--- src/hdl/feps_pkg.sv ---
// Package with the types and constants of the frame statistics unit.
`timescale 1ns / 1ps

package feps_pkg;

	// Default coordinate width.
	localparam int COORD_BITS_DEF = 12;

	// Largest possible R+G+B.
	localparam logic [9:0] SUM_LIMIT = 10'd765;

	// Number of reports per frame and of report sets the queue holds.
	localparam int NUM_REPORTS = 8;
	localparam int SNAP_DEPTH  = 2;

	// Configuration port.
	localparam int CFG_ADDR_W = 3;
	localparam int CFG_DATA_W = 32;
	localparam int DIM_W      = 13;
	localparam logic [DIM_W-1:0] WIDTH_RESET  = 13'd640;
	localparam logic [DIM_W-1:0] HEIGHT_RESET = 13'd480;

	typedef enum logic [0:0] {
		REG_FRAME_WIDTH  = 1'b0,
		REG_FRAME_HEIGHT = 1'b1
	} cfg_reg_t;

	// Report kinds in the order they leave the block.
	typedef enum logic [2:0] {
		KIND_MAX_SUM = 3'd0,
		KIND_MIN_SUM = 3'd1,
		KIND_MAX_R   = 3'd2,
		KIND_MAX_G   = 3'd3,
		KIND_MAX_B   = 3'd4,
		KIND_MIN_R   = 3'd5,
		KIND_MIN_G   = 3'd6,
		KIND_MIN_B   = 3'd7
	} stat_kind_t;

	// Handshake between the tracking front and the report back end.
	typedef struct packed {
		logic push;
		logic full;
	} snap_ctl_t;

endpackage

--- src/hdl/feps_if.sv ---
// Channel interfaces: pixel requests in, report requests out.
`timescale 1ns / 1ps

interface feps_pix_if;
	logic       valid;
	logic       ready;
	logic [7:0] red;
	logic [7:0] green;
	logic [7:0] blue;

	modport source (output valid, output red, output green, output blue, input ready);
	modport sink   (input valid, input red, input green, input blue, output ready);
endinterface

interface feps_rpt_if #(parameter int COORD_BITS = 12);
	logic                  valid;
	logic                  ready;
	logic [2:0]            stat_kind;
	logic [COORD_BITS-1:0] x_pos;
	logic [COORD_BITS-1:0] y_pos;
	logic [9:0]            extreme_value;
	logic [7:0]            pix_red;
	logic [7:0]            pix_green;
	logic [7:0]            pix_blue;
	logic                  last_of_report;

	modport source (output valid, output stat_kind, output x_pos, output y_pos,
		output extreme_value, output pix_red, output pix_green, output pix_blue,
		output last_of_report, input ready);
	modport sink (input valid, input stat_kind, input x_pos, input y_pos,
		input extreme_value, input pix_red, input pix_green, input pix_blue,
		input last_of_report, output ready);
endinterface

--- src/hdl/feps_cfg.sv ---
// APB-style configuration registers for frame width and height.
`timescale 1ns / 1ps

module feps_cfg import feps_pkg::*; (
	input  logic                  clk,
	input  logic                  arst_n,
	input  logic                  psel,
	input  logic                  penable,
	input  logic                  pwrite,
	input  logic [CFG_ADDR_W-1:0] paddr,
	input  logic [CFG_DATA_W-1:0] pwdata,
	output logic [CFG_DATA_W-1:0] prdata,
	output logic                  pready,
	output logic [DIM_W-1:0]      frame_width,
	output logic [DIM_W-1:0]      frame_height
);

	logic [DIM_W-1:0] width_q;
	logic [DIM_W-1:0] height_q;
	logic             wr_en;
	cfg_reg_t         reg_sel;

	assign pready  = 1'b1;
	assign wr_en   = psel && penable && pwrite && pready;
	assign reg_sel = cfg_reg_t'(paddr[2]);

	// Register writes in the access phase.
	always_ff @(posedge clk or negedge arst_n) begin
		if (!arst_n) begin
			width_q  <= WIDTH_RESET;
			height_q <= HEIGHT_RESET;
		end else if (wr_en) begin
			unique case (reg_sel)
				REG_FRAME_WIDTH:  width_q  <= pwdata[DIM_W-1:0];
				REG_FRAME_HEIGHT: height_q <= pwdata[DIM_W-1:0];
				default: ;
			endcase
		end
	end

	// Read data is the stored value, zero extended.
	always_comb begin
		unique case (reg_sel)
			REG_FRAME_WIDTH:  prdata = CFG_DATA_W'(width_q);
			REG_FRAME_HEIGHT: prdata = CFG_DATA_W'(height_q);
			default:          prdata = '0;
		endcase
	end

	assign frame_width  = width_q;
	assign frame_height = height_q;

endmodule

--- src/hdl/feps_front.sv ---
// Front end: accepts pixels, counts position and updates the extreme trackers.
`timescale 1ns / 1ps

module feps_front import feps_pkg::*; #(
	parameter int COORD_BITS = COORD_BITS_DEF
) (
	input  logic                  clk,
	input  logic                  arst_n,
	feps_pix_if.sink              pix,
	input  logic [DIM_W-1:0]      frame_width,
	input  logic [DIM_W-1:0]      frame_height,
	input  logic                  snap_full,
	output logic                  snap_push,
	output logic [9:0]            snap_val [NUM_REPORTS],
	output logic [COORD_BITS-1:0] snap_x   [NUM_REPORTS],
	output logic [COORD_BITS-1:0] snap_y   [NUM_REPORTS],
	output logic [23:0]           snap_rgb [2]
);

	localparam int CB = COORD_BITS;
	localparam int DW = (CB + 1 > DIM_W) ? CB + 1 : DIM_W;
	localparam logic [DW-1:0] DIM_LIMIT = DW'(1) << CB;

	// Clamp a configured dimension to 1..2^CB and return it minus one.
	function automatic logic [CB-1:0] last_index(input logic [DIM_W-1:0] dim);
		logic [DW-1:0] ext;
		logic [DW-1:0] clamped;
		ext = DW'(dim);
		if (ext == '0)
			clamped = DW'(1);
		else if (ext > DIM_LIMIT)
			clamped = DIM_LIMIT;
		else
			clamped = ext;
		return CB'(clamped - DW'(1));
	endfunction

	logic [CB-1:0] col_q;
	logic [CB-1:0] row_q;
	logic [CB-1:0] wm1;
	logic [CB-1:0] hm1;
	logic          row_more;
	logic          frame_more;
	logic          at_end;
	logic          accept;
	logic          first;
	logic [9:0]    sum;
	logic [7:0]    px [3];

	// Tracker registers: index 0 maximum, 1 minimum for the sums;
	// 0..2 maximum R/G/B and 3..5 minimum R/G/B for the channels.
	logic [9:0]    sv_q  [2];
	logic [CB-1:0] sx_q  [2];
	logic [CB-1:0] sy_q  [2];
	logic [23:0]   srgb_q[2];
	logic [7:0]    cv_q  [6];
	logic [CB-1:0] cx_q  [6];
	logic [CB-1:0] cy_q  [6];

	logic [9:0]    sv_n  [2];
	logic [CB-1:0] sx_n  [2];
	logic [CB-1:0] sy_n  [2];
	logic [23:0]   srgb_n[2];
	logic [7:0]    cv_n  [6];
	logic [CB-1:0] cx_n  [6];
	logic [CB-1:0] cy_n  [6];

	// Position decode against the current dimensions.
	assign wm1        = last_index(frame_width);
	assign hm1        = last_index(frame_height);
	assign row_more   = col_q < wm1;
	assign frame_more = row_q < hm1;
	assign at_end     = !row_more && !frame_more;

	// A frame-closing pixel waits only while the report queue is full.
	assign pix.ready = !(at_end && snap_full);
	assign accept    = pix.valid && pix.ready;
	assign snap_push = accept && at_end;

	assign px[0] = pix.red;
	assign px[1] = pix.green;
	assign px[2] = pix.blue;
	assign sum   = 10'(pix.red) + 10'(pix.green) + 10'(pix.blue);
	assign first = (col_q == '0) && (row_q == '0);

	// Tracker update: the first pixel of a frame loads every tracker,
	// later pixels replace only on a strictly more extreme value.
	always_comb begin
		sv_n   = sv_q;
		sx_n   = sx_q;
		sy_n   = sy_q;
		srgb_n = srgb_q;
		cv_n   = cv_q;
		cx_n   = cx_q;
		cy_n   = cy_q;
		if (first || sum > sv_q[0]) begin
			sv_n[0]   = sum;
			sx_n[0]   = col_q;
			sy_n[0]   = row_q;
			srgb_n[0] = {pix.red, pix.green, pix.blue};
		end
		if (first || sum < sv_q[1]) begin
			sv_n[1]   = sum;
			sx_n[1]   = col_q;
			sy_n[1]   = row_q;
			srgb_n[1] = {pix.red, pix.green, pix.blue};
		end
		for (int c = 0; c < 3; c++) begin
			if (first || px[c] > cv_q[c]) begin
				cv_n[c] = px[c];
				cx_n[c] = col_q;
				cy_n[c] = row_q;
			end
			if (first || px[c] < cv_q[c+3]) begin
				cv_n[c+3] = px[c];
				cx_n[c+3] = col_q;
				cy_n[c+3] = row_q;
			end
		end
	end

	// Report set for the queue, taken from the updated trackers.
	always_comb begin
		for (int k = 0; k < 2; k++) begin
			snap_val[k] = sv_n[k];
			snap_x[k]   = sx_n[k];
			snap_y[k]   = sy_n[k];
			snap_rgb[k] = srgb_n[k];
		end
		for (int k = 0; k < 6; k++) begin
			snap_val[k+2] = 10'(cv_n[k]);
			snap_x[k+2]   = cx_n[k];
			snap_y[k+2]   = cy_n[k];
		end
	end

	// Column and row counters.
	always_ff @(posedge clk or negedge arst_n) begin
		if (!arst_n) begin
			col_q <= '0;
			row_q <= '0;
		end else if (accept) begin
			if (row_more) begin
				col_q <= col_q + CB'(1);
			end else begin
				col_q <= '0;
				if (frame_more)
					row_q <= row_q + CB'(1);
				else
					row_q <= '0;
			end
		end
	end

	// Trackers hold payload only; every frame starts at the origin and reloads them.
	always_ff @(posedge clk) begin
		if (accept) begin
			sv_q   <= sv_n;
			sx_q   <= sx_n;
			sy_q   <= sy_n;
			srgb_q <= srgb_n;
			cv_q   <= cv_n;
			cx_q   <= cx_n;
			cy_q   <= cy_n;
		end
	end

endmodule

--- src/hdl/feps_back.sv ---
// Back end: queue of finished report sets and the report serializer.
`timescale 1ns / 1ps

module feps_back import feps_pkg::*; #(
	parameter int COORD_BITS = COORD_BITS_DEF
) (
	input  logic                  clk,
	input  logic                  arst_n,
	input  logic                  snap_push,
	output logic                  snap_full,
	input  logic [9:0]            snap_val [NUM_REPORTS],
	input  logic [COORD_BITS-1:0] snap_x   [NUM_REPORTS],
	input  logic [COORD_BITS-1:0] snap_y   [NUM_REPORTS],
	input  logic [23:0]           snap_rgb [2],
	feps_rpt_if.source            rpt
);

	localparam int CB = COORD_BITS;
	localparam int QD = SNAP_DEPTH;
	localparam int PW = (QD > 1) ? $clog2(QD) : 1;
	localparam int CW = $clog2(QD + 1);

	logic [9:0]    q_val_q [QD][NUM_REPORTS];
	logic [CB-1:0] q_x_q   [QD][NUM_REPORTS];
	logic [CB-1:0] q_y_q   [QD][NUM_REPORTS];
	logic [23:0]   q_rgb_q [QD][2];

	logic [PW-1:0] wr_q;
	logic [PW-1:0] rd_q;
	logic [CW-1:0] cnt_q;
	stat_kind_t    kind_q;
	logic          load;
	logic          pop;
	logic          is_sum;

	logic                  out_valid_q;
	logic [2:0]            out_kind_q;
	logic [CB-1:0]         out_x_q;
	logic [CB-1:0]         out_y_q;
	logic [9:0]            out_val_q;
	logic [23:0]           out_rgb_q;
	logic                  out_last_q;

	function automatic logic [PW-1:0] ptr_inc(input logic [PW-1:0] p);
		return (p == PW'(QD - 1)) ? '0 : p + PW'(1);
	endfunction

	assign snap_full = cnt_q == CW'(QD);
	assign load      = (cnt_q != '0) && (!out_valid_q || rpt.ready);
	assign pop       = load && (kind_q == KIND_MIN_B);
	assign is_sum    = (kind_q == KIND_MAX_SUM) || (kind_q == KIND_MIN_SUM);

	// Queue storage is written only on a push.
	always_ff @(posedge clk) begin
		if (snap_push) begin
			q_val_q[wr_q] <= snap_val;
			q_x_q[wr_q]   <= snap_x;
			q_y_q[wr_q]   <= snap_y;
			q_rgb_q[wr_q] <= snap_rgb;
		end
	end

	// Queue pointers, fill count and the kind of the next report.
	always_ff @(posedge clk or negedge arst_n) begin
		if (!arst_n) begin
			wr_q   <= '0;
			rd_q   <= '0;
			cnt_q  <= '0;
			kind_q <= KIND_MAX_SUM;
		end else begin
			if (snap_push)
				wr_q <= ptr_inc(wr_q);
			if (pop)
				rd_q <= ptr_inc(rd_q);
			if (snap_push && !pop)
				cnt_q <= cnt_q + CW'(1);
			else if (pop && !snap_push)
				cnt_q <= cnt_q - CW'(1);
			if (load)
				kind_q <= stat_kind_t'(kind_q + 3'd1);
		end
	end

	// Output register valid flag.
	always_ff @(posedge clk or negedge arst_n) begin
		if (!arst_n)
			out_valid_q <= 1'b0;
		else if (load)
			out_valid_q <= 1'b1;
		else if (rpt.ready)
			out_valid_q <= 1'b0;
	end

	// Output register payload; component reports carry no pixel color.
	always_ff @(posedge clk) begin
		if (load) begin
			out_kind_q <= kind_q;
			out_x_q    <= q_x_q[rd_q][kind_q];
			out_y_q    <= q_y_q[rd_q][kind_q];
			out_val_q  <= q_val_q[rd_q][kind_q];
			out_rgb_q  <= is_sum ? q_rgb_q[rd_q][kind_q[0]] : 24'd0;
			out_last_q <= kind_q == KIND_MIN_B;
		end
	end

	assign rpt.valid          = out_valid_q;
	assign rpt.stat_kind      = out_kind_q;
	assign rpt.x_pos          = out_x_q;
	assign rpt.y_pos          = out_y_q;
	assign rpt.extreme_value  = out_val_q;
	assign rpt.pix_red        = out_rgb_q[23:16];
	assign rpt.pix_green      = out_rgb_q[15:8];
	assign rpt.pix_blue       = out_rgb_q[7:0];
	assign rpt.last_of_report = out_last_q;

endmodule

--- src/hdl/frame_extreme_pixel_statistics_unit.sv ---
// Top level of the frame extreme-pixel statistics unit.
// Usage:
// Pixels enter on the pix channel in raster order, one request per pixel.
// The block counts column and row itself against frame_width and
// frame_height, written over the APB port at byte addresses 0 and 4.
// It tracks the brightest and darkest pixel by R+G+B and the maximum and
// minimum of each channel, each with the position of its first occurrence.
// After the last pixel of a frame it sends eight report requests on rpt:
// max sum, min sum, max R/G/B, min R/G/B; the eighth has last_of_report set.
// Throughput: one pixel per cycle, except that a frame-closing pixel waits
// while the report queue is full. A frame's report set enters the queue when
// its last pixel is taken; the output register then takes one report per cycle while rpt.ready stays high.
// Finished report sets wait in a two-entry queue, so pixels keep flowing
// while reports drain or the receiver stalls. A frame-closing pixel is held
// off only while two report sets still have reports waiting to be sent.
// Reset clears the counters, the report queue and the output valid flag, and
// loads width 640 and height 480.
`timescale 1ns / 1ps

module frame_extreme_pixel_statistics_unit import feps_pkg::*; #(
	parameter int COORD_BITS = COORD_BITS_DEF
) (
	input  logic                  clk,
	input  logic                  arst_n,
	feps_pix_if.sink              pix,
	feps_rpt_if.source            rpt,
	input  logic                  psel,
	input  logic                  penable,
	input  logic                  pwrite,
	input  logic [CFG_ADDR_W-1:0] paddr,
	input  logic [CFG_DATA_W-1:0] pwdata,
	output logic [CFG_DATA_W-1:0] prdata,
	output logic                  pready
);

	logic [DIM_W-1:0]      frame_width;
	logic [DIM_W-1:0]      frame_height;
	snap_ctl_t             snap_ctl;
	logic [9:0]            snap_val [NUM_REPORTS];
	logic [COORD_BITS-1:0] snap_x   [NUM_REPORTS];
	logic [COORD_BITS-1:0] snap_y   [NUM_REPORTS];
	logic [23:0]           snap_rgb [2];

	feps_cfg u_cfg (
		.clk          (clk),
		.arst_n       (arst_n),
		.psel         (psel),
		.penable      (penable),
		.pwrite       (pwrite),
		.paddr        (paddr),
		.pwdata       (pwdata),
		.prdata       (prdata),
		.pready       (pready),
		.frame_width  (frame_width),
		.frame_height (frame_height)
	);

	feps_front #(.COORD_BITS(COORD_BITS)) u_front (
		.clk          (clk),
		.arst_n       (arst_n),
		.pix          (pix),
		.frame_width  (frame_width),
		.frame_height (frame_height),
		.snap_full    (snap_ctl.full),
		.snap_push    (snap_ctl.push),
		.snap_val     (snap_val),
		.snap_x       (snap_x),
		.snap_y       (snap_y),
		.snap_rgb     (snap_rgb)
	);

	feps_back #(.COORD_BITS(COORD_BITS)) u_back (
		.clk       (clk),
		.arst_n    (arst_n),
		.snap_push (snap_ctl.push),
		.snap_full (snap_ctl.full),
		.snap_val  (snap_val),
		.snap_x    (snap_x),
		.snap_y    (snap_y),
		.snap_rgb  (snap_rgb),
		.rpt       (rpt)
	);

endmodule

--- src/flat_wrapper.sv ---
// flat-port wrapper written by rule: the top's interface ports become plain ports
module frame_extreme_pixel_statistics_unit_flat import feps_pkg::*;
#(
	parameter int COORD_BITS = COORD_BITS_DEF
)
  (clk, arst_n, psel, penable, pwrite, paddr, pwdata, prdata, pready, pix_valid, pix_red, pix_green, pix_blue, pix_ready, rpt_valid, rpt_stat_kind, rpt_x_pos, rpt_y_pos, rpt_extreme_value, rpt_pix_red, rpt_pix_green, rpt_pix_blue, rpt_last_of_report, rpt_ready);
  feps_pix_if pix_i ();
  feps_rpt_if #(.COORD_BITS(COORD_BITS)) rpt_i ();
  input  logic clk;
  input  logic arst_n;
  input  logic psel;
  input  logic penable;
  input  logic pwrite;
  input  logic [CFG_ADDR_W-1:0] paddr;
  input  logic [CFG_DATA_W-1:0] pwdata;
  output logic [CFG_DATA_W-1:0] prdata;
  output logic pready;
  input wire logic [$bits(pix_i.valid)-1:0] pix_valid;
  input wire logic [$bits(pix_i.red)-1:0] pix_red;
  input wire logic [$bits(pix_i.green)-1:0] pix_green;
  input wire logic [$bits(pix_i.blue)-1:0] pix_blue;
  output wire logic [$bits(pix_i.ready)-1:0] pix_ready;
  output wire logic [$bits(rpt_i.valid)-1:0] rpt_valid;
  output wire logic [$bits(rpt_i.stat_kind)-1:0] rpt_stat_kind;
  output wire logic [$bits(rpt_i.x_pos)-1:0] rpt_x_pos;
  output wire logic [$bits(rpt_i.y_pos)-1:0] rpt_y_pos;
  output wire logic [$bits(rpt_i.extreme_value)-1:0] rpt_extreme_value;
  output wire logic [$bits(rpt_i.pix_red)-1:0] rpt_pix_red;
  output wire logic [$bits(rpt_i.pix_green)-1:0] rpt_pix_green;
  output wire logic [$bits(rpt_i.pix_blue)-1:0] rpt_pix_blue;
  output wire logic [$bits(rpt_i.last_of_report)-1:0] rpt_last_of_report;
  input wire logic [$bits(rpt_i.ready)-1:0] rpt_ready;
  assign pix_i.valid = pix_valid;
  assign pix_i.red = pix_red;
  assign pix_i.green = pix_green;
  assign pix_i.blue = pix_blue;
  assign pix_ready = pix_i.ready;
  assign rpt_valid = rpt_i.valid;
  assign rpt_stat_kind = rpt_i.stat_kind;
  assign rpt_x_pos = rpt_i.x_pos;
  assign rpt_y_pos = rpt_i.y_pos;
  assign rpt_extreme_value = rpt_i.extreme_value;
  assign rpt_pix_red = rpt_i.pix_red;
  assign rpt_pix_green = rpt_i.pix_green;
  assign rpt_pix_blue = rpt_i.pix_blue;
  assign rpt_last_of_report = rpt_i.last_of_report;
  assign rpt_i.ready = rpt_ready;
  frame_extreme_pixel_statistics_unit #(.COORD_BITS(COORD_BITS)) u_core (.clk(clk), .arst_n(arst_n), .pix(pix_i), .rpt(rpt_i), .psel(psel), .penable(penable), .pwrite(pwrite), .paddr(paddr), .pwdata(pwdata), .prdata(prdata), .pready(pready));
endmodule
--- config.mk ---
export PLATFORM = sky130hd
export DESIGN_NAME = frame_extreme_pixel_statistics_unit_flat
export DESIGN_NICKNAME = d
export VERILOG_FILES = /design/src/hdl/feps_pkg.sv /design/src/hdl/feps_if.sv /design/src/hdl/feps_cfg.sv /design/src/hdl/feps_front.sv /design/src/hdl/feps_back.sv /design/src/hdl/frame_extreme_pixel_statistics_unit.sv /design/src/flat_wrapper.sv
export SDC_FILE = /design/constraint.sdc
export NUM_CORES = 1
export LEC_CHECK = 0
export BUFFER_PORTS_ARGS = -buffer_cell sky130_fd_sc_hd__buf_4
export CAP_MARGIN = 25
export CORE_MARGIN = 2
export CORE_UTILIZATION = 50
export DETAILED_ROUTE_END_ITERATION = 6
export PLACE_DENSITY_LB_ADDON = 0.15
export REMOVE_ABC_BUFFERS = 1
export SLEW_MARGIN = 30
export SYNTH_ARGS = -nofsm -noshare
export SYNTH_HDL_FRONTEND = slang
export SYNTH_SLANG_ARGS = --single-unit
export TNS_END_PERCENT = 20
--- constraint.sdc ---
create_clock -name clk -period 78.1 [get_ports clk]
set_clock_uncertainty 0.15 [all_clocks]
set_input_delay 3.905 -clock clk [delete_from_list [all_inputs] [get_ports clk]]
set_output_delay 3.905 -clock clk [all_outputs]
set_load 0.005 [all_outputs]
[After elaboration in Yosys (flattened, before gate mapping)]
Memory sizes are Yosys's and may differ from the RTL's.
Cells that the tools add are included.
Widths: inputs -> output; s select.
Word-level totals
  bits in latches: 0
  register bits after elaboration: 428
  memories kept: 4
  output and inout port bits: 97
  bits in read-only memories: 0
  RAM bits: 616
Cells by class
  bitwise operators: 4
  reduce and logical (&&, ||, !) cells: 38
  mux-type cells: 53
  add/subtract/negate cells: 11
  shifts and indexed selects: 0
  order comparisons: 14
  divide/modulo/power cells: 0
  multiply operators: 0
  equal/unequal tests: 3
Memories
  u_core.u_back.q_x_q: depth 2, bits a word 96, read ports 1, clocked after Yosys merged registers in 0, write ports 1, line feps_back.sv:24  | logic [CB-1:0] q_x_q [QD][NUM_REPORTS];
  u_core.u_back.q_y_q: depth 2, bits a word 96, read ports 1, clocked after Yosys merged registers in 0, write ports 1, line feps_back.sv:25  | logic [CB-1:0] q_y_q [QD][NUM_REPORTS];
  u_core.u_back.q_val_q: depth 2, bits a word 68, read ports 1, clocked after Yosys merged registers in 0, write ports 1, line feps_back.sv:23  | logic [9:0] q_val_q [QD][NUM_REPORTS];
  u_core.u_back.q_rgb_q: depth 2, bits a word 48, read ports 1, clocked after Yosys merged registers in 0, write ports 1, line feps_back.sv:26  | logic [23:0] q_rgb_q [QD][2];
Operators with widths (count)
  $mux 12: 26
  $mux 24: 5
  $bmux 12 s3: 2
  $pmux 32 s2: 1
  $mux 8: 6
  $mux 10: 4
  $bmux 10 s3: 1
  $gt 13x13->1 const B: 2
  $logic_not 13->1: 2
  $add 12x1->12 const B: 2
  $gt 8x8->1: 3
  $logic_not 12->1: 2
  $lt 12x12->1: 2
  $lt 8x8->1: 3
  $sub 12x1->12 const B: 2
  $logic_and 1x1->1: 11
  $add 9x8->10: 1
  $gt 10x10->1: 1
  $logic_or 1x1->1: 10
  $lt 10x10->1: 1
  $add 8x8->9: 1
  $logic_not 1->1: 6
  $mux 1: 6
  $reduce_and 2->1: 3
  other kinds (15): 20

[Longest topological paths before layout]
  depth after elaboration: 15
  gate-level depth with buffers: 21
  gate-level depth less buffers: 18

[By module]
Synthesis repeated with hierarchy kept, for this count alone.
Second synthesis, totals
  cells, all modules: 2631
  area, all modules: 46042.9 µm²
By module, submodules not included
  feps_back: cells each 1080, seq. area each 21280.4 µm², instances 1, area an instance 26456.6 µm²
  feps_front: cells each 1459, seq. area each 9849.4 µm², instances 1, area an instance 18233.7 µm²
  feps_cfg: cells each 92, seq. area each 658.1 µm², instances 1, area an instance 1352.5 µm²

[Worst setup path before layout]
No wires, ideal clock.
  path type: input port to flip-flop
  start: input pix_valid
  end: memory u_core.u_back.q_rgb_q[0][0] in the netlist's numbering, enable pin
  buffers on the path: 0
  arrival: 32867 ps
  stages: 2
  library setup time: 1732 ps
  required time: 76218 ps
  path slack: 43352 ps
  cell sequence: nand2_1 > nor4_1
On the way
  longest elaborated chain between the ends: 4
Ends and longest elaborated chain
  start, declared: line flat_wrapper.sv:18  | input wire logic [$bits(pix_i.valid)-1:0] pix_valid;
  $logic_and 1x1->1: line feps_front.sv:77  | assign accept = pix.valid && pix.ready;
  $logic_and 1x1->1: line feps_front.sv:78  | assign snap_push = accept && at_end;
  $mux 1: line feps_back.sv:55  | if (snap_push) begin
  $mux 1 (not written as such): line feps_back.sv:59  | q_rgb_q[wr_q] <= snap_rgb;
  end, declared: line feps_back.sv:26
No other way between the ends.

[Final worst setup path]
  start: input paddr[2]
  end: output prdata[10]
On the way
  longest elaborated chain between the ends: 2
Ends and longest elaborated chain
  start, declared: line flat_wrapper.sv:14  | input logic [CFG_ADDR_W-1:0] paddr;
  $not 1->1 (no source line)
  $pmux 32 s2 *: line feps_cfg.sv:43  | unique case (reg_sel)
  end, declared: line flat_wrapper.sv:16  | output logic [CFG_DATA_W-1:0] prdata;
Every way passes the cells marked *; elsewhere a longest branch is shown, timed or not. The select of a mux whose other input is x is not followed.

==> PnR_summary.wiki <==
{| class="wikitable"
! Metric !! Value
|-
| Synthesis-stage register bit count || 1044
|-
| Family of cells with the greatest summed delay on the critical path || compound AO/OA/AOI/OAI gates
|-
| Data arrival time of the worst path || 4.94 ns
|-
| Routed wire length on met3 || 4430 um
|-
| Tmin final || 9.00 ns
|-
| Setup tns final || 0 ns
|-
| Hold buffer count at CTS || 0
|-
| Startpoint class of the critical path || input port
|-
| Hold violation count in the final report || 0
|-
| # setup viols final || 0
|-
| Instance count along the most critical hold path || 1
|-
| Cell type with the highest aggregate area in the netlist || sky130_fd_sc_hd__edfxtp_1
|-
| Main combinational cell family by area after synthesis || multiplexers
|-
| Horizontal extent of the die || 302 um
|-
| Vias per Instance || 5.86
|-
| Kind of path behind the tightest hold check || reg2reg
|-
| Wl on met1 || 40100 um
|-
| Post-DP Area || 0.0465 mm^2
|-
| Placement row count || 109
|-
| Weighted congestion reported at the end of routability-driven placement || 0.795
|-
| H-tree level count || 3
|-
| Kind of end point of the critical path || output pin
|-
| Yosys synthesis warning count || 0
|-
| Initial detailed-routing violation count || 1600
|-
| Longest Clk Path Bufs || 3
|-
| Highest signal layer in the routed design || met4
|-
| Most frequent cells after synthesis || 986 x sky130_fd_sc_hd__edfxtp_1, 272 x sky130_fd_sc_hd__mux2_2, 186 x sky130_fd_sc_hd__mux4_2
|-
| Antenna Diode Count || 0
|-
| Synth Cell Area || 0.0444 mm^2
|-
| Via total after detailed routing || 22200
|-
| Critical Path Most Common Cell || sky130_fd_sc_hd__buf_4
|-
| Synthesized instance count || 2408
|-
| Maximum number of pins on one net before global-route repair || 161
|-
| Hold Crit Start || u_core.u_back.cnt_q[1]$_DFFE_PN0P_
|-
| Share of the synthesized netlist area taken by xor and xnor gates || 0.375%
|-
| CP Max Fanout || 18
|-
| Sequential area share after synthesis || 70.0%
|-
| Number of ports placed on the die boundary || 163
|-
| Std-Cell Core Area || 0.0881 mm^2
|-
| Die Area || 0.0911 mm^2
|-
| Main synth FF type || sky130_fd_sc_hd__edfxtp_1
|-
| Remaining DRCs || 0
|-
| Adder and majority gate portion of the synthesized area || 3.28%
|-
| Power spent charging and discharging nets || 633 uW
|-
| Total internal power || 1430 uW
|-
| Area growth, synth to finish || 12.7%
|-
| Highest attainable clock frequency || 111 MHz
|-
| First-pass GRT wire length || 143000 um
|-
| Number of global-route vias before repair || 23600
|-
| Max Cap Violations || 0
|-
| Number of slew-limit violations in the final report || 0
|-
| Global route total overflow || 0
|-
| Reg-to-reg critical path startpoint || u_core.u_cfg.frame_height[6]$_DFFE_PN1P_
|-
| Clock power share || 24.2%
|-
| Initial antenna violation count || 1
|-
| Crit-path slowest cell || sky130_fd_sc_hd__o21ai_0
|-
| Portion of total power attributed to sequential cells || 44.7%
|-
| Area fraction of the dominant cell type after synthesis || 66.7%
|-
| Run status || completed
|-
| Tcrit/Tclk final || 11.5%
|-
| Cell types occupying the most area after synthesis || sky130_fd_sc_hd__edfxtp_1 67%, sky130_fd_sc_hd__mux4_2 9.4%, sky130_fd_sc_hd__mux2_2 6.9%
|-
| Crit Path Class || in2out
|-
| Fraction of the mapped netlist area in compound gates || 3.28%
|-
| Worst hold slack || 0.357 ns
|-
| FFs w/ async S/R, synth || 5.56%
|-
| Multiplexer share of the synthesized area || 17.4%
|-
| Combinational group share of total power || 31.1%
|-
| Net count, final || 2719
|-
| Setup repair after global routing missed its margin || no
|-
| Critical Path Max Stage Delay || 0.61 ns
|-
| Worst IR drop on VDD || 0.0267 mV
|-
| Number of buffer and inverter stages on the critical path || 2
|-
| Synthesized-area fraction occupied by and/or/nand/nor cells || 3.14%
|-
| End of the worst register-to-register path || u_core.u_back.q_rgb_q[1][33]$_DFFE_PP_
|-
| Slew at the pin closest to its max-slew limit || 0.924 ns
|-
| Total of buffers placed on input and output ports || 121
|-
| Drt wl/cell || 24.7 um
|-
| Layout fillers || 6658
|-
| Clock net sink count || 1044
|-
| Fraction of final layout cells sized beyond drive strength 1 || 31.1%
|-
| Clock buffers created by TritonCTS || 106
|-
| Leak || 0.0172 uW
|-
| Vertical extent of the die || 302 um
|-
| Post-route standard cell area excluding fillers || 0.0500 mm^2
|-
| Post-DP HPWL || 55000 um
|-
| All-Layer GR Usage || 20.8%
|-
| Pwr per Cell Area || 41.3 mW/mm^2
|-
| TritonCTS clock tree || done
|-
| Number of flops mapped to enable cells by yosys || 986
|-
| Distinct cell type count of the synthesized netlist || 74
|-
| Switching share of power || 30.6%
|-
| Clock-pin slew on the worst setup and hold paths || 0.06 ns
|-
| Synthesized area per cell || 18.4 um^2
|-
| Setup slack of the worst register-to-register path || 71.46 ns
|-
| Detailed route wirelength on metal2 || 47300 um
|-
| Number of iterations in the first detailed-routing pass || 5
|-
| Number of nets with antenna violations after routing || 0
|-
| Data required time of the critical path || 74.04 ns
|-
| CTS root buf || sky130_fd_sc_hd__clkbuf_16
|-
| Initial cell density of the core || 50.4%
|-
| Crit-path cells || buf_4 > o21ai_0 > buf_4
|-
| Routed Wire Length || 93800 um
|-
| Worst hold endpoint || u_core.u_back.cnt_q[1]$_DFFE_PN0P_
|-
| Clock insertion delay at the later pin of the skew report || 0.67 ns
|-
| Count of instances resized after the clock tree is built || 0
|-
| Count leader, synth || sky130_fd_sc_hd__edfxtp_1
|-
| Headroom to the max-slew limit || 38.4%
|-
| Worst R2R Path Depth || 18
|-
| Total setup buffers inserted after CTS || 0
|}
## placed cells by master (no fill, tap or decap), types with 32 or more instances in the layout
cell type                   Yosys  layout
sky130_fd_sc_hd__inv_1         93      93
sky130_fd_sc_hd__a21oi_1       39      37
sky130_fd_sc_hd__mux2_2       272     272
sky130_fd_sc_hd__buf_4         31     139
sky130_fd_sc_hd__mux4_2       186     186
sky130_fd_sc_hd__clkbuf_16      0     108
sky130_fd_sc_hd__edfxtp_1     986     986
sky130_fd_sc_hd__dfrtp_1       52      48
sky130_fd_sc_hd__nor2b_1       32      32
sky130_fd_sc_hd__ha_1         102     102
sky130_fd_sc_hd__nor2_1        35      35
sky130_fd_sc_hd__o21ai_0       94      94
sky130_fd_sc_hd__nand2_1       85      85
## stage by stage
| stage | total power, uW | setup slack [ns] | utilization [%] | std cells |
|---|---|---|---|---|
| global placement | 1550 | 68.55 | 52.6 | 3593 |
| floorplan | 1410 | 43.35 | - | 2281 |
| CTS | 2090 | 69.05 | 56.7 | 3796 |
| global route | 2170 | 68.88 | 56.8 | 3798 |
| finish | 2070 | 69.10 | 56.8 | 3798 |
| detailed placement | 1590 | 68.54 | 52.8 | 3597 |
## registers in the layout, indices dropped and copies added (netlist names), 10 cells and up
| name | cells |
|---|---|
| u_core.u_back.q_x_q | 192 |
| u_core.u_back.q_y_q | 192 |
| u_core.u_back.q_val_q | 136 |
| u_core.u_back.q_rgb_q | 96 |
| u_core.u_front.cx_q | 72 |
| u_core.u_front.cy_q | 72 |
| u_core.u_front.cv_q | 48 |
| u_core.u_front.srgb_q | 48 |
| u_core.u_back.out_rgb_q | 24 |
| u_core.u_front.sx_q | 24 |
| u_core.u_front.sy_q | 24 |
| u_core.u_front.sv_q | 20 |
| u_core.u_cfg.frame_height | 13 |
| u_core.u_cfg.frame_width | 13 |
| u_core.u_back.rpt.x_pos | 12 |
| u_core.u_back.rpt.y_pos | 12 |
| u_core.u_front.col_q | 12 |
| u_core.u_front.row_q | 12 |
| u_core.u_back.rpt.extreme_value | 10 |
## worst max-delay path by stage
stage / depth (start not counted) / start / slack [ns] / to
floorplan: 2 / pix_valid / 43.35 / u_core.u_back.q_rgb_q[0][0]$_DFFE_PP_
global placement: 14 / pix_blue[1] / 68.55 / u_core.u_back.q_x_q[0][75]$_DFFE_PP_
detailed placement: 14 / pix_blue[1] / 68.54 / u_core.u_back.q_x_q[0][75]$_DFFE_PP_
CTS: 3 / paddr[2] / 69.05 / prdata[10]
global route: 14 / u_core.u_cfg.frame_width[7]$_DFFE_PN1P_ / 68.88 / pix_ready
finish: 3 / paddr[2] / 69.10 / prdata[10]
## logic make-up after synthesis
| group | after synthesis |
|---|---|
| flip-flops | 1044 |
| XOR/XNOR | 19 |
| AO/OA/AOI/OAI | 228 |
| other | 2 |
| adder cells (fa/ha/maj) | 111 |
| AND/OR/NAND/NOR | 269 |
| buffers and inverters | 239 |
| multiplexers | 496 |
## final cells by class
type | count | area, um^2 | area share, %
Clock buffer | 141 | 2870 | 5.73
Timing Repair Buffer | 153 | 1310 | 2.61
Clock inverter | 58 | 603 | 1.21
Tap cell | 1165 | 1460 | 2.91
Multi-Input combinational cell | 1143 | 12300 | 24.7
Sequential cell | 1044 | 31100 | 62.1
Inverter | 94 | 360 | 0.720
## per-layer routing
metal	up-vias	track usage, %
met1	11700	28.4
met4	0	6.02
li1	9839	-
met5	-	0
met3	116	2.77
met2	571	35.4
## worst reg2reg max path, cell delays in order, from the launching register on
cell	delay [ns]
sky130_fd_sc_hd__dfstp_2	0.42
sky130_fd_sc_hd__nor4_2	0.36
sky130_fd_sc_hd__nand2_1	0.16
sky130_fd_sc_hd__nor3_1	0.29
sky130_fd_sc_hd__o21bai_1	0.10
sky130_fd_sc_hd__ha_1	0.30
sky130_fd_sc_hd__and2_1	0.22
sky130_fd_sc_hd__a311o_1	0.37
sky130_fd_sc_hd__ha_1	0.31
sky130_fd_sc_hd__nand4_1	0.10
sky130_fd_sc_hd__a211oi_1	0.20
sky130_fd_sc_hd__o21ai_0	0.11
sky130_fd_sc_hd__and3_1	0.48
sky130_fd_sc_hd__nor3_2	0.39
sky130_fd_sc_hd__and2_4	0.49
sky130_fd_sc_hd__buf_12	0.30
sky130_fd_sc_hd__buf_4	0.49
sky130_fd_sc_hd__buf_16	0.30
sky130_fd_sc_hd__buf_4	0.69
## power by group through the flow
stage,clock [uW],sequential (uW),combinational [uW]
floorplan,0,967,444
finish,500,924,642
detailed placement,0,937,651
global route,533,940,701
global placement,0,931,623
CTS,512,927,653
No activity file was read; power rests on OpenSTA's default activity.
